==> config.mk <==
export PLATFORM = sky130hd
export DESIGN_NAME = airspeed_complementary_filter_top
export DESIGN_NICKNAME = d
export VERILOG_FILES = /design/src/rtl/acf_pkg.sv /design/src/rtl/acf_mul.sv /design/src/rtl/acf_regs.sv /design/src/rtl/acf_core.sv /design/src/rtl/airspeed_complementary_filter_top.sv
export SDC_FILE = /design/constraint.sdc
export NUM_CORES = 2
export LEC_CHECK = 0
export BUFFER_PORTS_ARGS = -buffer_cell sky130_fd_sc_hd__buf_2
export CORE_MARGIN = 3
export CORE_UTILIZATION = 45
export CTS_CLUSTER_DIAMETER = 60
export DETAILED_ROUTE_END_ITERATION = 16
export GPL_TIMING_DRIVEN = 0
export MAX_ROUTING_LAYER = met4
export PLACE_DENSITY = 0.65
export SLEW_MARGIN = 20
export SYNTH_ARGS = -nofsm -noshare
export SYNTH_HDL_FRONTEND = slang
export SYNTH_SLANG_ARGS = --single-unit
==> constraint.sdc <==
create_clock -name clk -period 7.7 [get_ports clk]
set_input_delay 1.54 -clock clk [delete_from_list [all_inputs] [get_ports clk]]
set_output_delay 1.54 -clock clk [all_outputs]
set_load 0.01 [all_outputs]
==> src/rtl/acf_pkg.sv <==
// ----------------------------------------------------------------------------
// Airspeed complementary filter package
// Shared widths, reset values, limits and the interface types between the
// register file, the sequencer and the digit-serial multiplier.
// ----------------------------------------------------------------------------
package acf_pkg;

  localparam int MC_W   = 49;           // multiplicand width (signed)
  localparam int MP_W   = 17;           // multiplier width (unsigned)
  localparam int PROD_W = MC_W + MP_W;  // product width (signed)

  localparam int ADDR_W = 4;
  localparam int DATA_W = 32;
  localparam int IDX_W  = ADDR_W - 2;

  localparam logic [IDX_W-1:0] REG_FREQ   = 2'd0;
  localparam logic [IDX_W-1:0] REG_CRUISE = 2'd1;
  localparam logic [IDX_W-1:0] REG_SENSOR = 2'd2;

  localparam logic [15:0] FREQ_RESET   = 16'd8192;
  localparam logic [17:0] CRUISE_RESET = 18'd15360;
  localparam logic        SENSOR_RESET = 1'b1;

  localparam logic [16:0] DT_LOW    = 17'd66;
  localparam logic [16:0] DT_HIGH   = 17'd65536;
  localparam logic [16:0] SQRT2_Q14 = 17'd23170;

  localparam logic signed [31:0] SPEED_FLOOR  = 32'sd196608;
  localparam logic signed [31:0] WINDUP_LIMIT = 32'sd203162;

  typedef struct packed {
    logic [15:0] filter_frequency;
    logic [17:0] cruise_airspeed;
    logic        sensor_enabled;
  } cfg_t;

  typedef struct packed {
    logic              start;
    logic [MC_W-1:0]   mcand;
    logic [MP_W-1:0]   mplier;
  } mul_req_t;

  typedef struct packed {
    logic              done;
    logic [PROD_W-1:0] product;
  } mul_rsp_t;

endpackage

==> src/rtl/acf_mul.sv <==
// ----------------------------------------------------------------------------
// Digit-serial multiplier
// Signed multiplicand times unsigned multiplier, one multiplier digit per
// cycle, full-width product held until the next start.
// ----------------------------------------------------------------------------
module acf_mul import acf_pkg::*; #(
  parameter int DIGIT_W = 4
) (
  input  logic     clk,
  input  logic     rst,
  input  mul_req_t req,
  output mul_rsp_t rsp
);

  localparam int NDIG  = (MP_W + DIGIT_W - 1) / DIGIT_W;
  localparam int MPR_W = NDIG * DIGIT_W;
  localparam int CNT_W = (NDIG > 1) ? $clog2(NDIG) : 1;

  logic                     busy;
  logic                     done;
  logic [CNT_W-1:0]         cnt;
  logic signed [PROD_W-1:0] mc_sh;
  logic signed [PROD_W-1:0] acc;
  logic signed [PROD_W-1:0] partial;
  logic [MPR_W-1:0]         mp;

  assign partial = mc_sh * $signed({1'b0, mp[DIGIT_W-1:0]});

  always_ff @(posedge clk) begin
    if (rst) begin
      busy <= 1'b0;
      done <= 1'b0;
      cnt  <= '0;
    end else begin
      done <= 1'b0;
      if (busy) begin
        cnt <= cnt + CNT_W'(1);
        if (cnt == CNT_W'(NDIG - 1)) begin
          busy <= 1'b0;
          done <= 1'b1;
        end
      end else if (req.start) begin
        busy <= 1'b1;
        cnt  <= '0;
      end
    end
  end

  always_ff @(posedge clk) begin
    if (!busy && req.start) begin
      mc_sh <= PROD_W'($signed(req.mcand));
      mp    <= MPR_W'(req.mplier);
      acc   <= '0;
    end else if (busy) begin
      acc   <= acc + partial;
      mc_sh <= mc_sh <<< DIGIT_W;
      mp    <= mp >> DIGIT_W;
    end
  end

  assign rsp.done    = done;
  assign rsp.product = acc;

  a_done_after_busy: assert property (@(posedge clk) disable iff (rst)
    done |-> !busy && $past(busy))
    else $error("multiplier done without a preceding run");

endmodule

==> src/rtl/acf_regs.sv <==
// ----------------------------------------------------------------------------
// Configuration register file
// APB-style access to filter frequency, cruise airspeed and sensor enable.
// ----------------------------------------------------------------------------
module acf_regs import acf_pkg::*; (
  input  logic              clk,
  input  logic              rst,
  input  logic              psel,
  input  logic              penable,
  input  logic              pwrite,
  input  logic [ADDR_W-1:0] paddr,
  input  logic [DATA_W-1:0] pwdata,
  output logic [DATA_W-1:0] prdata,
  output logic              pready,
  output cfg_t              cfg
);

  logic [IDX_W-1:0] idx;
  logic             wr;

  assign idx    = paddr[ADDR_W-1:2];
  assign wr     = psel & penable & pwrite;
  assign pready = 1'b1;

  always_ff @(posedge clk) begin
    if (rst) begin
      cfg.filter_frequency <= FREQ_RESET;
      cfg.cruise_airspeed  <= CRUISE_RESET;
      cfg.sensor_enabled   <= SENSOR_RESET;
    end else if (wr) begin
      case (idx)
        REG_FREQ:   cfg.filter_frequency <= pwdata[15:0];
        REG_CRUISE: cfg.cruise_airspeed  <= pwdata[17:0];
        REG_SENSOR: cfg.sensor_enabled   <= pwdata[0];
        default: ;
      endcase
    end
  end

  always_comb begin
    case (idx)
      REG_FREQ:   prdata = DATA_W'(cfg.filter_frequency);
      REG_CRUISE: prdata = DATA_W'(cfg.cruise_airspeed);
      REG_SENSOR: prdata = DATA_W'(cfg.sensor_enabled);
      default:    prdata = '0;
    endcase
  end

endmodule

==> src/rtl/acf_core.sv <==
// ----------------------------------------------------------------------------
// Filter sequencer and datapath
// Steps one sample through the chained products on the shared digit-serial
// multiplier, updates the speed and rate states and holds the result word.
// ----------------------------------------------------------------------------
module acf_core import acf_pkg::*; #(
  parameter int DIGIT_W = 4
) (
  input  logic               clk,
  input  logic               rst,
  input  cfg_t               cfg,
  input  logic               in_valid,
  output logic               in_ready,
  input  logic [17:0]        measured_airspeed,
  input  logic               airspeed_valid,
  input  logic [15:0]        density_ratio,
  input  logic signed [17:0] raw_speed_rate,
  input  logic [16:0]        time_step,
  input  logic               in_air,
  output logic               out_valid,
  input  logic               out_ready,
  output logic [17:0]        tas_estimate,
  output logic signed [23:0] tas_rate_estimate,
  output logic signed [18:0] innovation
);

  localparam logic [3:0] S_IDLE  = 4'd0;
  localparam logic [3:0] S_LOAD  = 4'd1;
  localparam logic [3:0] S_MEAS  = 4'd2;
  localparam logic [3:0] S_INNOV = 4'd3;
  localparam logic [3:0] S_P1    = 4'd4;
  localparam logic [3:0] S_RI    = 4'd5;
  localparam logic [3:0] S_DAMP  = 4'd6;
  localparam logic [3:0] S_RATE  = 4'd7;
  localparam logic [3:0] S_SPD   = 4'd8;
  localparam logic [3:0] S_SPEED = 4'd9;
  localparam logic [3:0] S_OUT   = 4'd10;

  logic [3:0]               state;
  logic                     started;
  logic [17:0]              eas;
  logic [15:0]              ratio;
  logic signed [17:0]       raw;
  logic [16:0]              dt;
  logic                     reset_flag;
  logic [25:0]              meas;
  logic signed [31:0]       speed;
  logic signed [31:0]       rate;
  logic signed [32:0]       innov;
  logic [MC_W-1:0]          p1;
  logic signed [40:0]       ri;
  logic signed [37:0]       damp;

  mul_req_t                 req;
  mul_rsp_t                 rsp;
  logic signed [PROD_W-1:0] prod;

  logic                     use_meas;
  logic [16:0]              dt_clamped;
  logic signed [32:0]       innov_calc;
  logic signed [40:0]       ri_calc;
  logic signed [42:0]       rate_sum;
  logic signed [39:0]       spd_calc;
  logic signed [42:0]       speed_sum;
  logic signed [31:0]       speed_sat;

  function automatic logic [31:0] sat32(input logic [42:0] v);
    if (v[42:31] == '0 || v[42:31] == '1) begin
      return v[31:0];
    end
    return v[42] ? 32'h8000_0000 : 32'h7FFF_FFFF;
  endfunction

  acf_mul #(.DIGIT_W(DIGIT_W)) u_mul (
    .clk (clk),
    .rst (rst),
    .req (req),
    .rsp (rsp)
  );

  assign prod     = $signed(rsp.product);
  assign in_ready = (state == S_IDLE);
  assign use_meas = airspeed_valid & cfg.sensor_enabled;

  always_comb begin
    if (time_step < DT_LOW) begin
      dt_clamped = DT_LOW;
    end else if (time_step > DT_HIGH) begin
      dt_clamped = DT_HIGH;
    end else begin
      dt_clamped = time_step;
    end
  end

  assign innov_calc = 33'($signed({1'b0, meas})) - 33'(speed);

  always_comb begin
    ri_calc = $signed(prod[64:24]);
    if (speed < WINDUP_LIMIT && ri_calc[40]) begin
      ri_calc = '0;
    end
  end

  assign rate_sum  = 43'(rate) + 43'($signed(prod[57:16]));
  assign spd_calc  = 40'(rate) + 40'($signed({raw, 6'b0})) + 40'(damp);
  assign speed_sum = 43'(speed) + 43'($signed(prod[56:16]));

  always_comb begin
    speed_sat = $signed(sat32(speed_sum));
    if (speed_sat < SPEED_FLOOR) begin
      speed_sat = SPEED_FLOOR;
    end
  end

  always_comb begin
    req.start  = 1'b0;
    req.mcand  = '0;
    req.mplier = '0;
    case (state)
      S_LOAD: begin
        req.start  = 1'b1;
        req.mcand  = MC_W'(eas);
        req.mplier = MP_W'(ratio);
      end
      S_INNOV: begin
        req.start  = 1'b1;
        req.mcand  = MC_W'(innov_calc);
        req.mplier = MP_W'(cfg.filter_frequency);
      end
      S_P1: begin
        req.start  = rsp.done;
        req.mcand  = rsp.product[MC_W-1:0];
        req.mplier = MP_W'(cfg.filter_frequency);
      end
      S_RI: begin
        req.start  = rsp.done;
        req.mcand  = p1;
        req.mplier = SQRT2_Q14;
      end
      S_DAMP: begin
        req.start  = rsp.done;
        req.mcand  = MC_W'(ri);
        req.mplier = dt;
      end
      S_SPD: begin
        req.start  = 1'b1;
        req.mcand  = MC_W'(spd_calc);
        req.mplier = dt;
      end
      default: ;
    endcase
  end

  always_ff @(posedge clk) begin
    if (rst) begin
      state     <= S_IDLE;
      started   <= 1'b0;
      out_valid <= 1'b0;
      speed     <= '0;
      rate      <= '0;
    end else begin
      if (state == S_OUT && (!out_valid || out_ready)) begin
        out_valid <= 1'b1;
      end else if (out_valid && out_ready) begin
        out_valid <= 1'b0;
      end
      case (state)
        S_IDLE: begin
          if (in_valid) begin
            state <= S_LOAD;
          end
        end
        S_LOAD: begin
          state <= S_MEAS;
        end
        S_MEAS: begin
          if (rsp.done) begin
            if (reset_flag) begin
              speed <= $signed(32'({prod[33:14], 6'b0}));
              rate  <= '0;
            end
            state <= S_INNOV;
          end
        end
        S_INNOV: begin
          state <= S_P1;
        end
        S_P1: begin
          if (rsp.done) begin
            state <= S_RI;
          end
        end
        S_RI: begin
          if (rsp.done) begin
            state <= S_DAMP;
          end
        end
        S_DAMP: begin
          if (rsp.done) begin
            state <= S_RATE;
          end
        end
        S_RATE: begin
          if (rsp.done) begin
            rate  <= $signed(sat32(rate_sum));
            state <= S_SPD;
          end
        end
        S_SPD: begin
          state <= S_SPEED;
        end
        S_SPEED: begin
          if (rsp.done) begin
            speed   <= speed_sat;
            started <= 1'b1;
            state   <= S_OUT;
          end
        end
        S_OUT: begin
          if (!out_valid || out_ready) begin
            state <= S_IDLE;
          end
        end
        default: begin
          state <= S_IDLE;
        end
      endcase
    end
  end

  always_ff @(posedge clk) begin
    if (state == S_IDLE && in_valid) begin
      eas        <= use_meas ? measured_airspeed : cfg.cruise_airspeed;
      ratio      <= density_ratio;
      raw        <= use_meas ? raw_speed_rate : '0;
      dt         <= dt_clamped;
      reset_flag <= !started || !in_air;
    end
    if (state == S_MEAS && rsp.done) begin
      meas <= {prod[33:14], 6'b0};
    end
    if (state == S_INNOV) begin
      innov <= innov_calc;
    end
    if (state == S_P1 && rsp.done) begin
      p1 <= rsp.product[MC_W-1:0];
    end
    if (state == S_RI && rsp.done) begin
      ri <= ri_calc;
    end
    if (state == S_DAMP && rsp.done) begin
      damp <= $signed(prod[63:26]);
    end
    if (state == S_OUT && (!out_valid || out_ready)) begin
      tas_estimate <= (speed[31:24] != '0) ? 18'h3FFFF : speed[23:6];
      if (rate[31:29] == '0 || rate[31:29] == '1) begin
        tas_rate_estimate <= $signed(rate[29:6]);
      end else begin
        tas_rate_estimate <= rate[31] ? 24'sh80_0000 : 24'sh7F_FFFF;
      end
      if (innov[32:24] == '0 || innov[32:24] == '1) begin
        innovation <= $signed(innov[24:6]);
      end else begin
        innovation <= innov[32] ? 19'sh4_0000 : 19'sh3_FFFF;
      end
    end
  end

  a_done_in_wait: assert property (@(posedge clk) disable iff (rst)
    rsp.done |-> (state == S_MEAS || state == S_P1 || state == S_RI ||
                  state == S_DAMP || state == S_RATE || state == S_SPEED))
    else $error("multiplier result outside a wait state");

  a_speed_floor: assert property (@(posedge clk) disable iff (rst)
    state == S_OUT |-> started && speed >= SPEED_FLOOR)
    else $error("speed estimate below floor at result");

  a_result_load: assert property (@(posedge clk) disable iff (rst)
    (state == S_OUT && (!out_valid || out_ready)) |=> out_valid && state == S_IDLE)
    else $error("result word not loaded");

endmodule

==> src/rtl/airspeed_complementary_filter_top.sv <==
// ----------------------------------------------------------------------------
// Airspeed complementary filter top level
// Second-order complementary filter for true airspeed with APB configuration.
// ----------------------------------------------------------------------------
// One sample occupies the block while six dependent products run in turn on one
// digit-serial multiplier that retires DIGIT_W multiplier bits per cycle, over
// NDIG = ceil(17/DIGIT_W) digits. in_ready is high only between samples; a
// finished result word sits in an output register, so the next sample is taken
// while it waits. Registers: filter_frequency at 0x0, cruise_airspeed at 0x4,
// sensor_enabled at 0x8.
module airspeed_complementary_filter_top import acf_pkg::*; #(
  parameter int DIGIT_W = 4
) (
  input  logic               clk,
  input  logic               rst,
  input  logic               psel,
  input  logic               penable,
  input  logic               pwrite,
  input  logic [ADDR_W-1:0]  paddr,
  input  logic [DATA_W-1:0]  pwdata,
  output logic [DATA_W-1:0]  prdata,
  output logic               pready,
  input  logic               in_valid,
  output logic               in_ready,
  input  logic [17:0]        measured_airspeed,
  input  logic               airspeed_valid,
  input  logic [15:0]        density_ratio,
  input  logic signed [17:0] raw_speed_rate,
  input  logic [16:0]        time_step,
  input  logic               in_air,
  output logic               out_valid,
  input  logic               out_ready,
  output logic [17:0]        tas_estimate,
  output logic signed [23:0] tas_rate_estimate,
  output logic signed [18:0] innovation
);

  cfg_t cfg;

  acf_regs u_regs (
    .clk     (clk),
    .rst     (rst),
    .psel    (psel),
    .penable (penable),
    .pwrite  (pwrite),
    .paddr   (paddr),
    .pwdata  (pwdata),
    .prdata  (prdata),
    .pready  (pready),
    .cfg     (cfg)
  );

  acf_core #(.DIGIT_W(DIGIT_W)) u_core (
    .clk               (clk),
    .rst               (rst),
    .cfg               (cfg),
    .in_valid          (in_valid),
    .in_ready          (in_ready),
    .measured_airspeed (measured_airspeed),
    .airspeed_valid    (airspeed_valid),
    .density_ratio     (density_ratio),
    .raw_speed_rate    (raw_speed_rate),
    .time_step         (time_step),
    .in_air            (in_air),
    .out_valid         (out_valid),
    .out_ready         (out_ready),
    .tas_estimate      (tas_estimate),
    .tas_rate_estimate (tas_rate_estimate),
    .innovation        (innovation)
  );

endmodule
* Word level (Yosys, flattened, before mapping) *
Cells that the tools add are included.

storage, ports and cells
  RAM bits = 0
  memories = 0
  bits in latches = 0
  input bits = 114
  flip-flop bits (word level) = 571
  ROM bits = 0
  output and inout port bits = 96

cells by class
  div/mod/pow operators = 0
  multipliers = 1
  multiplexer cells = 49
  add/sub/neg operators = 7
  reduce and logical (&&, ||, !) cells = 40
  equality and inequality tests = 26
  order comparisons = 4
  shifts and indexed selects = 0
  bitwise logic cells = 4

operator list
  cell                                                           number
  2-to-1 mux 32 bit                                              13
  one-hot mux 67 bit (6 select lines)                            1
  2-to-1 mux 66 bit                                              2
  one-hot mux 32 bit (2 select lines)                            2
  adder 66 bit                                                   1
  multiplier 66 x 5 -> 66 bit                                    1
  less-than comparator 32 x 19 -> 1 bit (second input constant)  2
  one-hot mux 18 bit (3 select lines)                            1
  2-to-1 mux 17 bit                                              3
  2-to-1 mux 24 bit                                              2
  one-hot mux 4 bit (11 select lines)                            1
  adder 32 x 42 -> 43 bit                                        1
  adder 32 x 41 -> 42 bit                                        1
  adder 33 x 38 -> 39 bit                                        1
  2-to-1 mux 19 bit                                              2
  adder 32 x 24 -> 33 bit                                        1
  subtractor 27 x 32 -> 33 bit                                   1
  2-to-1 mux 4 bit                                               8
  == test 12 bit (second input constant)                         2
  zero test 12 bit                                               2
  2-to-1 mux 18 bit                                              1
  greater-than comparator 17 bit (second input constant)         1
  less-than comparator 17 x 7 -> 1 bit (second input constant)   1
  == test 4 x 3 -> 1 bit (second input constant)                 4
  27 further kinds                                               76

* Depth between registers and ports, before layout *
  word-level depth = 10
  depth in mapped cells = 21
  mapped depth without buffers = 20

* Cells and area by module *
From an unflattened synthesis, not the netlist that was laid out.

unflattened totals
  cells, all modules = 4619
  area, all modules = 43018.8 um2

modules (own cells, without submodules)
  module    seq. area each (um2)  cells each  area each (um2)  times used
  acf_core  10590.2               2448        24372.1          1
  acf_mul   3913.8                1972        16723.5          1
  acf_regs  700.7                 199         1923.1           1

* Least setup slack after synthesis *
OpenSTA, ideal clock, no wires.

  kind = reg2reg
  start = register u_core.u_mul.mp[1]
  end = register u_core.u_mul.acc[56]
  path slack = 2042 ps
  data required time = 7583 ps
  stages on the path, launching flop included = 22
  period minus slack after synthesis = 5658 ps
  data arrival time = 5540 ps
  buffers on the path = 2
  cells stage by stage = edfxtp_1 clkbuf_1 clkbuf_1 and2_1 fa_1 ha_1 inv_1 fa_1 inv_1 fa_1 a21oi_1 o2111ai_1 a211oi_1 o21ai_0 a211oi_1 nor3_1 a2111oi_0 nor3_1 and2_1 o21a_1 or3_1 a32o_1

between the ends
  longest elaborated chain between the ends = 2

RTL lines
  item                         RTL line       source
  start: declaration           acf_mul.sv:25  logic [MPR_W-1:0] mp;
  start signal: assignment     acf_mul.sv:52  mp <= MPR_W'(req.mplier);
  start signal: assignment     acf_mul.sv:57  mp <= mp >> DIGIT_W;
  multiplier 66 x 5 -> 66 bit  acf_mul.sv:27  assign partial = mc_sh * $signed({1'b0, mp[DIGIT_W-1:0]});
  adder 66 bit                 acf_mul.sv:55  acc <= acc + partial;
  end signal: assignment       acf_mul.sv:55
  end: declaration             acf_mul.sv:23  logic signed [PROD_W-1:0] acc;

Every way passes these cells.
A chain may end at the register's enable or synchronous reset.

* Worst setup path after layout *
  start = register u_core.u_mul.mp[0]
  end = register u_core.u_mul.acc[56]

Same word-level chain as after synthesis.

==> impl_metrics.ini <==
[clocking]
clk_path_buf_depth = 3
holdBufCountCts = 0
cts_tree = yes
htreeDepth = 3
numCtsBuffers = 75
clock-sinks = 563
cts_root_buf = clkbuf_16
clk_pin_slew_worst_paths_ns = 0.06
post_cts_buffers = 0
clk_latency_ns = 0.63

[setup_path]
reg2reg_from = u_core.u_mul.mp[0]
critical_path.max_fanout = 10
worst_setup_path_end_kind = flop
r2r_cells = 21
crit_arrival_ns = 7.76
cp-start-kind = flop
rr_endpoint = u_core.u_mul.acc[56]
reg2reg_slack_ns = 0.45
path_class = reg -> reg
worstPathRequired_ns = 8.21

[layout]
area_delta_synth_final_pct = 13.2
final_util_pct = 51.5
final_nets = 4902
drive_gt1_share_pct = 9.56

[yosys]
synth_cell_type_count = 90
ys_async_sr_fraction_pct = 0
synth.yosys.seq_area_share_pct = 37.6
yosys.area.top_type = edfxtp_1
synthFlopType = edfxtp_1
ys_seq_elements = 563
yosysMostFrequentCell = edfxtp_1
yosysTopAreaCellShare_pct = 28.9
yosysWarnings = 0
syn_inst = 4003
syn_avg_cell_area_um2 = 10.1
synthTopCellsByArea = edfxtp_1, fa_1, dfxtp_1
synthTopCellsByCount = edfxtp_1, nand2_1, and2_1, a21oi_1, ha_1
syn_area_um2 = 40300
synth-edff-count = 388

[floorplanning]
rows = 109
ios = 210
dieArea_um2 = 93100
die_h_um = 305
floorplan.initialDensity_pct = 45.5
core_um2 = 88500
die_x_um = 305

[routing]
routed-via-count = 33400
drt_iter0_drc = 3699
wl_per_cell_um = 25.2
first_pass_iters = 6
drtAntennaViolNets = 0
routed_wl_um = 140000
via_per_inst = 6.04
post-route-drc-count = 0

[sta]
setup_viol = 0
slew_violations = 0
hold_violations = 0
finalCritPeriodShare_pct = 94.2
min_period_ns = 7.25
tns_ns = 0
slew_headroom_pct = 8.76
rsz0062_at_grt = false
worst_slew_pin_slew_ns = 1.36
fmax_mhz = 138
clock_skew_ns = 0.0253

[job]
drv_cap = 0

[placement]
place.gp.congestion = 0.987
portBuffers = 177
dpl.hpwl_um = 107000

[worst_hold_path]
min_delay_worst_endpoint = u_core.reset_flag
hold_start = u_core.started
hp-class = reg -> reg
min_delay_path_depth = 1

[grt]
antenna_found_initial = 10
grt_pass1_vias = 32800
grt_usage_pct = 30.6
grt_pass1_wl_um = 208000
grt_remaining_overflow = 0
grt_max_degree = 52

[outcome]
outcome = completed
## worst max-delay path: stages, from the launching register on
cell and delay [ns]:
edfxtp_1 0.36, clkbuf_1 0.42, clkbuf_1 0.45, and2_1 0.21
fa_1 0.42, ha_1 0.29, inv_1 0.05, fa_1 0.53
inv_1 0.07, fa_1 0.46, a21oi_1 0.26, o2111ai_1 0.31
a211oi_2 0.51, o21ai_0 0.42, a211oi_2 0.50, nor3_1 0.11
a2111oi_0 0.61, nor3_1 0.20, and2_1 0.22, o21a_1 0.16
or3_1 0.30, a32o_1 0.25
## cell type report
class	instances	area, um^2
Fill cell	8095	42900
Multi-Input combinational cell	3143	24000
Sequential cell	563	15200
Clock buffer	98	2090
Tap cell	1165	1460
Timing Repair Buffer	197	1140
Buffer	209	877
Clock inverter	39	473
Inverter	101	382
Antenna cell	13	32.5
## what timing repair did
action / 4_1_cts / 5_1_grt
endpoints found under the setup margin: 1 / 2
gates resized for setup: 2 / 5
gates cloned: 0 / 0
## cell usage in the layout (no fill, tap or decap), types with 18 or more instances in the layout
cell and instances:
mux2_2 18, buf_2 189, a21oi_1 305, a222oi_1 30, ha_1 278, nand4_1 32
a22oi_1 45, xnor2_1 124, nand3_1 57, o21ai_0 204, and2_1 306, buf_4 22
o21bai_1 31, nor2_1 245, nor3_1 47, and3_1 37, a21o_1 123, clkbuf_1 188
clkbuf_16 77, fa_1 220, a22o_1 35, o21a_1 44, nor2b_1 35, nand2b_1 44
o211ai_1 21, or3_1 18, inv_1 99, xor2_1 65, a221o_1 38, a31oi_1 52
edfxtp_1 388, mux2i_1 21, a221oi_1 28, dfxtp_1 174, nand2_1 385
## flip-flops by register name, summed over array words and instances (netlist names), 18 cells and up
name	cells
u_core.u_mul.mc_sh	65
u_core.u_mul.acc	65
u_core.p1	49
u_core.tas_rate_estimate	24
u_core.innovation	19
u_core.meas	20
u_core.innov	27
u_core.tas_estimate	18
u_core.rate	32
u_core.raw	18
u_core.speed	32
u_core.damp	38
u_core.eas	18
u_regs.cfg	35
u_core.ri	41
## metrics by stage
step	instance area, um^2	worst slack [ns]	hold slack (ns)	instances
CTS	45500	0.240	0.447	5515
finish	45600	0.449	0.447	5528
global placement	42700	0.00449	0.441	5358
detailed placement	43000	-0.00342	0.443	5378
floorplan	40300	2.04	0.433	4016
global route	45600	0.0639	0.449	5522
## worst max path at each step
stage / startpoint / end
6_report: u_core.u_mul.mp[0] / u_core.u_mul.acc[56]
5_1_grt: u_core.u_mul.mp[0] / u_core.u_mul.acc[56]
4_1_cts: u_core.u_mul.mp[1] / u_core.u_mul.acc[56]
3_5_place_dp: u_core.u_mul.mp[1] / u_core.u_mul.acc[56]
3_3_place_gp: u_core.u_mul.mp[1] / u_core.u_mul.acc[56]
2_1_floorplan: u_core.u_mul.mp[1] / u_core.u_mul.acc[56]
## per-layer routing
layer	share of wire, %	GRT usage, %	routed length (um)	vias up
li1	-	-	-	15200
met1	41	40.3	57600	16300
met2	44	45.7	61100	1592
met3	9.8	6.44	13700	311
met4	5.1	13.2	7100	0
met5	0	-	0	-
## logic make-up (layout without fill, tap and decap cells)
kind of cell               count (synthesis)  after routing  share of synthesized area (%)
AOI/OAI and AO/OA                       1110           1110                           18.5
xor gates and xnor gates                 189            189                           4.11
adders and majority gates                498            498                           19.6
buffers and inverters                    310            644                           3.11
DFF                                      563            563                           37.6
muxes                                     39             39                           1.03
other                                      2             28                         0.0186
and+or+nand+nor                         1292           1292                           16.0
Power is left out: the tool's default activity adds up to more than one toggle a clock period on the data nets, which glitch-free logic cannot reach.
